### src/rtl/core/mcas_pkg.sv
// Package with the constants, types and command/status structs of the channel silencer.
`timescale 1ns / 1ps
`default_nettype none

package mcas_pkg;

   // Number of tracked MIDI ports and channels per port.
   localparam int PORTS        = 4;
   localparam int CHANNELS     = 16;
   localparam int MAP_BITS     = PORTS * CHANNELS;
   localparam int MAP_IDX_BITS = $clog2(MAP_BITS);

   typedef logic [MAP_IDX_BITS-1:0] map_idx_type;
   typedef logic [MAP_BITS-1:0]     map_type;

   // Input operation codes.
   localparam logic OP_EVENT  = 1'b0;
   localparam logic OP_MARKER = 1'b1;

   // MIDI status and controller constants.
   localparam logic [7:0] ST_VOICE_MIN     = 8'h80;
   localparam logic [7:0] ST_SYSTEM_MIN    = 8'hF0;
   localparam logic [3:0] KIND_NOTE_ON     = 4'h9;
   localparam logic [3:0] KIND_CONTROL     = 4'hB;
   localparam logic [7:0] CC_ALL_SOUND_OFF = 8'd120;

   // Commands from the controller to the datapath.
   typedef struct packed {
      logic accept_event;   // an event transfer completes on the input
      logic accept_marker;  // a discontinuity marker transfer completes
      logic scan_step;      // move the scan index down by one
      logic scan_emit;      // load an all-sound-off for the scanned pair
   } cmd_type;

   // Status from the datapath to the controller.
   typedef struct packed {
      logic slot_free;      // output register can take a result this cycle
      logic map_empty;      // no pair is active
      logic scan_hit;       // pair under the scan index is active
      logic scan_last;      // no pair other than the one under the scan index is active
   } sts_type;

endpackage

`default_nettype wire

### src/rtl/core/mcas_ctrl.sv
// Controller state machine: input handshake and the all-sound-off scan sequence.
`timescale 1ns / 1ps
`default_nettype none

module mcas_ctrl (
   input  wire logic             clock,
   input  wire logic             reset,
   input  wire logic             req_valid,
   output logic                  req_ready,
   input  wire logic             req_operation,
   input  wire mcas_pkg::sts_type sts,
   output mcas_pkg::cmd_type     cmd
);
   import mcas_pkg::*;

   localparam logic ST_IDLE = 1'b0;
   localparam logic ST_SCAN = 1'b1;

   logic state_ff;
   logic state_in;
   logic accept;

   always_comb begin
      cmd       = '0;
      req_ready = 1'b0;
      state_in  = state_ff;
      accept    = 1'b0;
      unique case (state_ff)
         ST_IDLE: begin
            req_ready = sts.slot_free;
            accept    = req_valid && sts.slot_free;
            if (accept) begin
               if (req_operation == OP_MARKER) begin
                  cmd.accept_marker = 1'b1;
                  if (!sts.map_empty) begin
                     state_in = ST_SCAN;
                  end
               end else begin
                  cmd.accept_event = 1'b1;
               end
            end
         end
         ST_SCAN: begin
            // Inactive pairs are skipped at once; an active one waits for the output slot.
            cmd.scan_emit = sts.scan_hit && sts.slot_free;
            cmd.scan_step = !sts.scan_hit || sts.slot_free;
            if (cmd.scan_emit && sts.scan_last) begin
               state_in = ST_IDLE;
            end
         end
         default: begin
            state_in = ST_IDLE;
         end
      endcase
   end

   always_ff @(posedge clock) begin
      if (reset) begin
         state_ff <= ST_IDLE;
      end else begin
         state_ff <= state_in;
      end
   end

   // The input is held off for the whole scan.
   a_no_accept_in_scan: assert property (@(posedge clock) disable iff (reset)
      state_ff == ST_SCAN |-> !req_ready)
      else $error("input accepted during scan");

   // A marker that finds active pairs always starts a scan.
   a_marker_starts_scan: assert property (@(posedge clock) disable iff (reset)
      cmd.accept_marker && !sts.map_empty |=> state_ff == ST_SCAN)
      else $error("marker with active pairs did not start a scan");

   // The scan ends exactly on its last emitted result.
   a_scan_exit: assert property (@(posedge clock) disable iff (reset)
      state_ff == ST_SCAN && cmd.scan_emit && sts.scan_last |=> state_ff == ST_IDLE)
      else $error("scan did not end after its last result");

endmodule

`default_nettype wire

### src/rtl/core/mcas_datapath.sv
// Datapath: generation and active-pair registers, scan index and output register.
`timescale 1ns / 1ps
`default_nettype none

module mcas_datapath (
   input  wire logic              clock,
   input  wire logic              reset,
   input  wire mcas_pkg::cmd_type cmd,
   output mcas_pkg::sts_type      sts,
   input  wire logic [7:0]        req_status_byte,
   input  wire logic [7:0]        req_data_first,
   input  wire logic [7:0]        req_data_second,
   input  wire logic [7:0]        req_port_number,
   input  wire logic              req_transport_bound,
   input  wire logic [31:0]       req_generation,
   output logic                   rsp_valid,
   input  wire logic              rsp_ready,
   output logic [7:0]             rsp_out_status,
   output logic [7:0]             rsp_out_data_first,
   output logic [7:0]             rsp_out_data_second,
   output logic [7:0]             rsp_out_port,
   output logic [31:0]            rsp_out_generation,
   output logic                   rsp_out_internal,
   output logic                   rsp_out_last
);
   import mcas_pkg::*;

   logic [31:0] gen_ff, gen_in;
   map_type     map_ff, map_in;
   map_idx_type scan_idx_ff, scan_idx_in;

   logic        valid_ff, valid_in;
   logic [7:0]  status_ff, status_in;
   logic [7:0]  data1_ff, data1_in;
   logic [7:0]  data2_ff, data2_in;
   logic [7:0]  port_ff, port_in;
   logic [31:0] ogen_ff, ogen_in;
   logic        internal_ff, internal_in;
   logic        last_ff, last_in;

   logic        stale;
   logic        tracked;
   logic [11:0] pair_wide;
   map_idx_type pair_idx;
   map_type     scan_bit;
   logic        load;

   assign stale     = req_transport_bound && (req_generation < gen_ff);
   assign tracked   = req_transport_bound && (req_status_byte >= ST_VOICE_MIN)
                      && (req_status_byte < ST_SYSTEM_MIN)
                      && (req_port_number < 8'(PORTS));
   assign pair_wide = {req_port_number, req_status_byte[3:0]};
   assign pair_idx  = pair_wide[MAP_IDX_BITS-1:0];
   assign scan_bit  = map_type'(1) << scan_idx_ff;

   assign sts.slot_free = !valid_ff || rsp_ready;
   assign sts.map_empty = (map_ff == '0);
   assign sts.scan_hit  = map_ff[scan_idx_ff];
   assign sts.scan_last = ((map_ff & ~scan_bit) == '0);

   assign load = (cmd.accept_event && !stale) || cmd.scan_emit;

   always_comb begin
      gen_in      = gen_ff;
      map_in      = map_ff;
      scan_idx_in = scan_idx_ff;
      valid_in    = valid_ff && !rsp_ready;
      status_in   = status_ff;
      data1_in    = data1_ff;
      data2_in    = data2_ff;
      port_in     = port_ff;
      ogen_in     = ogen_ff;
      internal_in = internal_ff;
      last_in     = last_ff;

      if (cmd.accept_event && !stale) begin
         valid_in    = 1'b1;
         status_in   = req_status_byte;
         data1_in    = req_data_first;
         data2_in    = req_data_second;
         port_in     = req_port_number;
         ogen_in     = req_generation;
         internal_in = 1'b0;
         last_in     = 1'b1;
         if (tracked) begin
            if (req_status_byte[7:4] == KIND_NOTE_ON && req_data_second != 8'd0) begin
               map_in[pair_idx] = 1'b1;
            end else if (req_status_byte[7:4] == KIND_CONTROL
                         && req_data_first == CC_ALL_SOUND_OFF) begin
               map_in[pair_idx] = 1'b0;
            end
         end
      end

      if (cmd.accept_marker) begin
         if (req_generation > gen_ff) begin
            gen_in = req_generation;
         end
         scan_idx_in = map_idx_type'(MAP_BITS - 1);
      end

      if (cmd.scan_emit) begin
         valid_in    = 1'b1;
         status_in   = {KIND_CONTROL, scan_idx_ff[3:0]};
         data1_in    = CC_ALL_SOUND_OFF;
         data2_in    = 8'd0;
         port_in     = 8'(scan_idx_ff >> 4);
         ogen_in     = gen_ff;
         internal_in = 1'b1;
         last_in     = sts.scan_last;
         map_in      = map_ff & ~scan_bit;
      end

      if (cmd.scan_step) begin
         scan_idx_in = scan_idx_ff - map_idx_type'(1);
      end
   end

   always_ff @(posedge clock) begin
      if (reset) begin
         gen_ff      <= '0;
         map_ff      <= '0;
         scan_idx_ff <= '0;
         valid_ff    <= 1'b0;
      end else begin
         gen_ff      <= gen_in;
         map_ff      <= map_in;
         scan_idx_ff <= scan_idx_in;
         valid_ff    <= valid_in;
      end
   end

   always_ff @(posedge clock) begin
      status_ff   <= status_in;
      data1_ff    <= data1_in;
      data2_ff    <= data2_in;
      port_ff     <= port_in;
      ogen_ff     <= ogen_in;
      internal_ff <= internal_in;
      last_ff     <= last_in;
   end

   assign rsp_valid           = valid_ff;
   assign rsp_out_status      = status_ff;
   assign rsp_out_data_first  = data1_ff;
   assign rsp_out_data_second = data2_ff;
   assign rsp_out_port        = port_ff;
   assign rsp_out_generation  = ogen_ff;
   assign rsp_out_internal    = internal_ff;
   assign rsp_out_last        = last_ff;

   // A new result is only loaded when the output register is empty or the pending one leaves in the same cycle.
   a_no_overwrite: assert property (@(posedge clock) disable iff (reset)
      load |-> sts.slot_free)
      else $error("output register overwritten");

   // A stale event leaves no result behind.
   a_stale_dropped: assert property (@(posedge clock) disable iff (reset)
      cmd.accept_event && stale && sts.slot_free |=> !valid_ff)
      else $error("stale event produced a result");

   // The map is clear once the last all-sound-off has been loaded.
   a_map_cleared: assert property (@(posedge clock) disable iff (reset)
      cmd.scan_emit && sts.scan_last |=> map_ff == '0)
      else $error("map not clear after scan");

   // The transport generation never moves backward.
   a_gen_monotonic: assert property (@(posedge clock) disable iff (reset)
      !$past(reset) |-> gen_ff >= $past(gen_ff))
      else $error("generation decreased");

endmodule

`default_nettype wire

### src/rtl/core/midi_channel_activity_silencer_unit.sv
// Top level of the MIDI channel activity silencer: controller plus datapath.
//
// Input channel (req_*): one transfer carries a MIDI event or a transport
// discontinuity marker. Result channel (rsp_*): forwarded events and generated
// all-sound-off messages, with rsp_out_last marking the last result of an input.
// Both channels use valid/ready; a transfer completes when both are high.
// An event is taken and its result appears in the output register on the next
// cycle; events pass at one per cycle while the receiver keeps up.
// A stale transport-bound event is dropped and gives no result.
// A marker starts no scan when no pair is active. Otherwise the scan walks the
// 64 (port, channel) pairs from port 3 channel 15 down, one pair per cycle while
// no active pair waits on a receiver stall, and ends on the last active pair;
// the input is not ready during the scan.
// When the receiver stalls, the output register holds its result and the input
// is ready only in a cycle in which that register empties or is empty.
// Synchronous active-high reset clears the generation to zero, clears all
// active pairs and empties the output register.
`timescale 1ns / 1ps
`default_nettype none

module midi_channel_activity_silencer_unit (
   input  wire logic        clock,
   input  wire logic        reset,
   input  wire logic        req_valid,
   output logic             req_ready,
   input  wire logic        req_operation,
   input  wire logic [7:0]  req_status_byte,
   input  wire logic [7:0]  req_data_first,
   input  wire logic [7:0]  req_data_second,
   input  wire logic [7:0]  req_port_number,
   input  wire logic        req_transport_bound,
   input  wire logic [31:0] req_generation,
   output logic             rsp_valid,
   input  wire logic        rsp_ready,
   output logic [7:0]       rsp_out_status,
   output logic [7:0]       rsp_out_data_first,
   output logic [7:0]       rsp_out_data_second,
   output logic [7:0]       rsp_out_port,
   output logic [31:0]      rsp_out_generation,
   output logic             rsp_out_internal,
   output logic             rsp_out_last
);
   import mcas_pkg::*;

   cmd_type cmd;
   sts_type sts;

   mcas_ctrl u_ctrl (
      .clock         (clock),
      .reset         (reset),
      .req_valid     (req_valid),
      .req_ready     (req_ready),
      .req_operation (req_operation),
      .sts           (sts),
      .cmd           (cmd)
   );

   mcas_datapath u_datapath (
      .clock               (clock),
      .reset               (reset),
      .cmd                 (cmd),
      .sts                 (sts),
      .req_status_byte     (req_status_byte),
      .req_data_first      (req_data_first),
      .req_data_second     (req_data_second),
      .req_port_number     (req_port_number),
      .req_transport_bound (req_transport_bound),
      .req_generation      (req_generation),
      .rsp_valid           (rsp_valid),
      .rsp_ready           (rsp_ready),
      .rsp_out_status      (rsp_out_status),
      .rsp_out_data_first  (rsp_out_data_first),
      .rsp_out_data_second (rsp_out_data_second),
      .rsp_out_port        (rsp_out_port),
      .rsp_out_generation  (rsp_out_generation),
      .rsp_out_internal    (rsp_out_internal),
      .rsp_out_last        (rsp_out_last)
   );

endmodule

`default_nettype wire
### config.mk
export PLATFORM = sky130hd
export DESIGN_NAME = midi_channel_activity_silencer_unit
export DESIGN_NICKNAME = d
export VERILOG_FILES = /design/src/rtl/core/mcas_pkg.sv /design/src/rtl/core/mcas_ctrl.sv /design/src/rtl/core/mcas_datapath.sv /design/src/rtl/core/midi_channel_activity_silencer_unit.sv
export SDC_FILE = /design/constraint.sdc
export NUM_CORES = 1
export LEC_CHECK = 0
export ABC_AREA = 1
export BUFFER_PORTS_ARGS = -buffer_cell sky130_fd_sc_hd__buf_2
export CORE_MARGIN = 2
export CORE_UTILIZATION = 50
export DETAILED_ROUTE_END_ITERATION = 10
export GPL_TIMING_DRIVEN = 1
export PLACE_DENSITY = 0.69
export SLEW_MARGIN = 20
export SYNTH_ARGS = -nofsm -noshare
export SYNTH_HDL_FRONTEND = slang
export SYNTH_SLANG_ARGS = --single-unit
### constraint.sdc
create_clock -name clock -period 10.3 [get_ports clock]
set_clock_uncertainty 0.2 [all_clocks]
set_input_delay 2.06 -clock clock [delete_from_list [all_inputs] [get_ports clock]]
set_output_delay 2.06 -clock clock [all_outputs]
set_load 0.05 [all_outputs]
==> results of run 1 <==
==> where the power goes <==
part | internal (uW) | total (uW) | switching, uW
combinational | 89.1 | 352 | 263
clock | 328 | 655 | 326
sequential | 724 | 745 | 20.2
==> how the worst max path moves through the flow <==
stage                                                  end  slack [ps]  depth (start not counted)
2_1_floorplan                                    req_ready        5230                          2
3_3_place_gp   u_datapath.rsp_out_generation[13]$_DFFE_PP_        4230                         11
3_5_place_dp   u_datapath.rsp_out_generation[13]$_DFFE_PP_        4190                         11
4_1_cts              u_datapath.rsp_out_last$_SDFFCE_PP1P_        4640                         11
5_1_grt             u_datapath.rsp_out_status[1]$_DFFE_PP_        4290                         11
6_report            u_datapath.rsp_out_status[1]$_DFFE_PP_        4670                         11
==> area by class of cell <==
type                       instances  area [um^2]  area share [%]
tap                              285          357            2.80
clock inverter                    15          173            1.36
multi-input combinational       1204         5870            46.1
clock buffer                      17          425            3.34
timing repair buffer             149          779            6.12
sequential                       170         3790            29.8
inverter                         356         1340            10.5
==> stage by stage <==
step / std cells / hold slack (ps) / power, uW / instance area [um^2]
6_report: 2196 / 269 / 1750 / 12700
5_1_grt: 2196 / 297 / 1820 / 12700
4_1_cts: 2196 / 269 / 1760 / 12700
3_5_place_dp: 2164 / 253 / 1110 / 12100
3_3_place_gp: 2164 / 244 / 1100 / 12100
2_1_floorplan: 1836 / 241 / 1010 / 11500
==> per-layer routing <==
metal  global-route usage [%]  vias up
li1                         -     6032
met1                     39.1     5497
met2                     45.1      585
met3                     5.00       80
met4                     11.3        0
met5                        0        -
==> cells by family (layout without fill, tap and decap cells) <==
family / after synthesis / count (layout) / share of synthesized area (%)
AO/OA/AOI/OAI: 253 / 253 / 11.7
XOR/XNOR: 3 / 3 / 0.229
adder cells (fa/ha/maj): 37 / 37 / 4.03
buffers and inverters: 462 / 537 / 16.0
flip-flops: 170 / 170 / 33.0
AND/OR/NAND/NOR: 911 / 911 / 35.0
==> cells in the mapped netlist (6+ instances only) <==
master and n:
nand2_1 382, inv_1 346, nand3_1 226, nor2_1 169, o21ai_0 141, dfxtp_1 131, nand4_1 78, a21oi_1 64
clkbuf_1 61, edfxtp_1 39, ha_1 37, nor3_1 32, buf_2 25, o211ai_1 21, nor4_1 14, o21ai_1 14
buf_4 13, inv_2 8, o21bai_1 6
==> critical path, stage by stage <==
cell and delay, ps:
buf_2 110, ha_1 290, nand2_1 70, nor2_1 140
nand2_1 90, nor4_1 300, nand2_1 140, nand3_2 70
buf_4 600, nand2_1 630, nand2_2 940
==> flow_metrics.tcl, run 1 <==
set metrics [dict create \
    overflow 0 \
    hold_viol 0 \
    fin_util_pct 56.4 \
    ff2ff_path_depth 16 \
    p_leak_uw 0.00632 \
    fin_crit_sh_pct 54.7 \
    min-delay-start "u_datapath.rsp_out_internal$_SDFFE_PN1P_" \
    r2r-start "u_datapath.scan_idx_ff[1]$_SDFFE_PP0P_" \
    dr_wl_met3_mm 3.24 \
    grt_usage_pct 28.6 \
    syn-instance-count 1836 \
    clkLatencyLatePin_ps 450 \
    vdd_drop_max_mv 0.106 \
    synth_area_leaders "dfxtp_1 23%, nand2_1 12%, inv_1 11%" \
    coreArea_mm2 0.0226 \
    tns_ps 0 \
    die_h_um 156 \
    initial_core_util_pct 50.9 \
    cts.reportedPaths.clkPinSlew_ps 70 \
    fmax_mhz 178 \
    routed_wirelength_mm 34.8 \
    fillers 2273 \
    whs_endpoint "u_datapath.rsp_out_internal$_SDFFE_PN1P_" \
    grt_pass1_wl_mm 55.8 \
    n_antenna_cell 0 \
    ys.flop_type "dfxtp_1" \
    cts_sinks 170 \
    mappedNetlistNets 1943 \
    nNetsFinal 2005 \
    cp-start-kind "input port" \
    wl_met2_mm 15.4 \
    hp-class "flop to flop" \
    met1Wirelength_mm 15.1 \
    pin_count 138 \
    max_cap_violations 0 \
    row_count 55 \
    grt_max_degree 121 \
    vias_per_cell 5.55 \
    arrival_ps 5500 \
    syn_to_final_growth_pct 10.9 \
    die_w_um 156 \
    cts_buffer_depth 2 \
    synth_cell_types 36 \
    drc_errors 0 \
    rsz0062_at_grt "no" \
    cts-resized-gates 0 \
    synth_edf_count 39 \
    place.gp.congestion 0.902 \
    rrSetupSlack_ps 5620 \
    dp_hpwl_mm 22.2 \
    slew_headroom_pct 23.7 \
    min_path_cells 2 \
    crit_required_ps 10160 \
    ys_ff_latch 170 \
    pre_cts_slack_ps 4190 \
    syn_area_per_cell_um2 6.26 \
    crit_type "input port to flop" \
    root_buffer "clkbuf_16" \
    layout_commonest_cell "nand2_1" \
    first_iter_violations 1379 \
    die-area_mm2 0.0242 \
    cp_max_fo 66 \
    tritoncts "built" \
    route.detailed.wl_per_inst_um 15.8 \
    critPathLaunch "req_generation[31]" \
    port_buffers 137 \
    vias 12194 \
    power_density_mw_per_mm2 137 \
    cp-end-kind "flop" \
    setup_viol 0 \
    yosysTopAreaCellShare_pct 22.8 \
    worst_pin_slew_ps 1140 \
    cts_buffers 17 \
    netlist_area_mm2 0.0115 \
    status "complete, no violations" \
    h-tree-depth 4 \
    ant_nets 0 \
    synth_area_leader_cell "dfxtp_1" \
    firstDrtPassIters 5 \
    drive_above_1_share_pct 10.5 \
    yosysSeqAreaShare_pct 33.0 \
    post_cts_buffers 0 \
    final_cell_mix "381 x nand2_1, 345 x inv_1, 225 x nand3_1" \
    fin_ws_ps 4670 \
    antenna_found_initial 0 \
    first_global_vias 10961 \
    drv_slew 0 \
    top_layer_used "met4" \
    ys_warn_count 0 \
    async_reset_ff_share_pct 0 \
    final.min_clock_period_ps 5630 \
    cts_hold_buffers 0 \
]
(Power assumes the default switching activity.)
==> run 2: changes to the inputs <==
--- a/config.mk
+++ b/config.mk
@@ -11,7 +11,7 @@
 export CORE_UTILIZATION = 50
 export DETAILED_ROUTE_END_ITERATION = 10
 export GPL_TIMING_DRIVEN = 1
-export PLACE_DENSITY = 0.69
+export PLACE_DENSITY = 0.72
 export SLEW_MARGIN = 20
 export SYNTH_ARGS = -nofsm -noshare
 export SYNTH_HDL_FRONTEND = slang
==> constraint.sdc (replaced) <==
create_clock -name clock -period 5.1 [get_ports clock]
set_clock_uncertainty 0.2 [all_clocks]
set_input_delay 1.02 -clock clock [delete_from_list [all_inputs] [get_ports clock]]
set_output_delay 1.02 -clock clock [all_outputs]
set_load 0.05 [all_outputs]
==> flow_metrics.tcl, run 2 (synthesis results as in run 1) <==
set metrics [dict create \
    tns_ps 0 \
    place.gp.congestion 0.930 \
    h-tree-depth 4 \
    vias 12203 \
    final_cell_mix "381 x nand2_1, 345 x inv_1, 225 x nand3_1" \
    ff2ff_path_depth 10 \
    die_w_um 156 \
    port_buffers 137 \
    fillers 2228 \
    grt_usage_pct 28.7 \
    setup_viol 0 \
    nNetsFinal 2011 \
    drc_errors 0 \
    vdd_drop_max_mv 0.278 \
    r2r_end "u_datapath.rsp_out_generation[4]$_DFFE_PP_" \
    final.min_clock_period_ps 3710 \
    overflow 0 \
    cp_max_fo 35 \
    syn_to_final_growth_pct 11.4 \
    root_buffer "clkbuf_16" \
    pre_cts_slack_ps 983 \
    vias_per_cell 5.54 \
    layout_commonest_cell "nand2_1" \
    slew_headroom_pct 28.4 \
    grt_max_degree 105 \
    dp_hpwl_mm 23.0 \
    cp-start-kind "input port" \
    antenna_found_initial 1 \
    arrival_ps 3840 \
    fin_ws_ps 1390 \
    max_cap_violations 0 \
    ant_nets 0 \
    post_cts_buffers 0 \
    die-area_mm2 0.0242 \
    drv_slew 0 \
    fin_util_pct 56.7 \
    fin_crit_sh_pct 72.7 \
    cts_buffers 17 \
    first_iter_violations 1275 \
    die_h_um 156 \
    hold_viol 0 \
    power_density_mw_per_mm2 276 \
    route.detailed.wl_per_inst_um 16.0 \
    cts_hold_buffers 0 \
    min-delay-start "u_datapath.rsp_out_internal$_SDFFE_PN1P_" \
    min_path_cells 2 \
    tritoncts "built" \
    initial_core_util_pct 50.9 \
    pin_count 138 \
    hp-class "flop to flop" \
    crit_type "input port to flop" \
    cp-end-kind "flop" \
    row_count 55 \
    status "complete, no violations" \
    p_leak_uw 0.00634 \
    cts_buffer_depth 2 \
    cts_sinks 170 \
    grt_pass1_wl_mm 56.0 \
    worst_pin_slew_ps 1070 \
    p_total_uw 3530 \
    coreArea_mm2 0.0226 \
    cts.reportedPaths.clkPinSlew_ps 70 \
    clkLatencyLatePin_ps 440 \
    drive_above_1_share_pct 10.7 \
    first_global_vias 11017 \
    whs_endpoint "u_datapath.rsp_out_internal$_SDFFE_PN1P_" \
    firstDrtPassIters 6 \
    routed_wirelength_mm 35.2 \
    r2r-start "u_datapath.scan_idx_ff[2]$_SDFFE_PP0P_" \
    crit_required_ps 5230 \
    cts-resized-gates 0 \
    rrSetupSlack_ps 1430 \
    fmax_mhz 270 \
    rsz0062_at_grt "no" \
]
## run 2: cell count changes in the layout (fill, tap and decap cells not counted), moves of 2 or more
cell	before	now
clkinv_4	2	4
buf_12	0	2
buf_4	11	16
inv_8	6	4
## run 2: cell type report
cell class	count	area [um^2]	share of cell area, %
clock inverter	14	153	1.19
clock buffer	18	429	3.35
multi-input combinational	1204	5870	45.9
sequential	170	3790	29.7
inverter	356	1340	10.5
tap	285	357	2.79
antenna	1	2.50	0.0196
timing repair buffer	155	846	6.61
## run 2: worst max-delay path by stage
stage                                                         end  slack [ps]              start
finish                    u_datapath.rsp_out_port[4]$_SDFFE_PN0P_        1390  req_generation[5]
global route        u_datapath.rsp_out_data_first[7]$_SDFFE_PN0P_        1040  req_generation[5]
CTS                       u_datapath.rsp_out_port[4]$_SDFFE_PN0P_        1410  req_generation[7]
detailed placement  u_datapath.rsp_out_data_first[7]$_SDFFE_PN0P_         980  req_generation[5]
global placement    u_datapath.rsp_out_data_first[7]$_SDFFE_PN0P_         990  req_generation[7]
floorplan              u_datapath.rsp_out_generation[0]$_DFFE_PP_        1260          rsp_ready
## run 2: per-stage QoR
step           instances  hold slack, ps  area, um^2
2_1_floorplan       1836             241       11500
3_3_place_gp        2170             245       12200
3_5_place_dp        2170             252       12200
4_1_cts             2202             266       12800
5_1_grt             2203             295       12800
6_report            2203             268       12800
## run 2: routing by layer
layer  GRT usage [%]  vias up  share of wire [%]
met5               0        -                  0
met4            12.1        0                2.7
met3            5.11       76                9.8
met2            46.2      635                 45
met1            38.2     5460                 43
li1                -     6032                  -
## run 2: report_power, final
part / switching, uW / internal (uW)
Sequential: 42.5 / 1460
Combinational: 536 / 183
Clock: 646 / 656
## run 2: worst max-delay path, cell delays in order
cell and delay (ps):
buf_2 110, ha_1 310, a21oi_1 140, nor2_1 60
nor2_1 130, nand2_1 80, nand2_1 50, nand2_1 90
nand2_1 110, nand3_2 90, nand2_1 80, buf_4 260
clkinv_1 730, o21ai_1 380, o21bai_1 140, inv_1 50
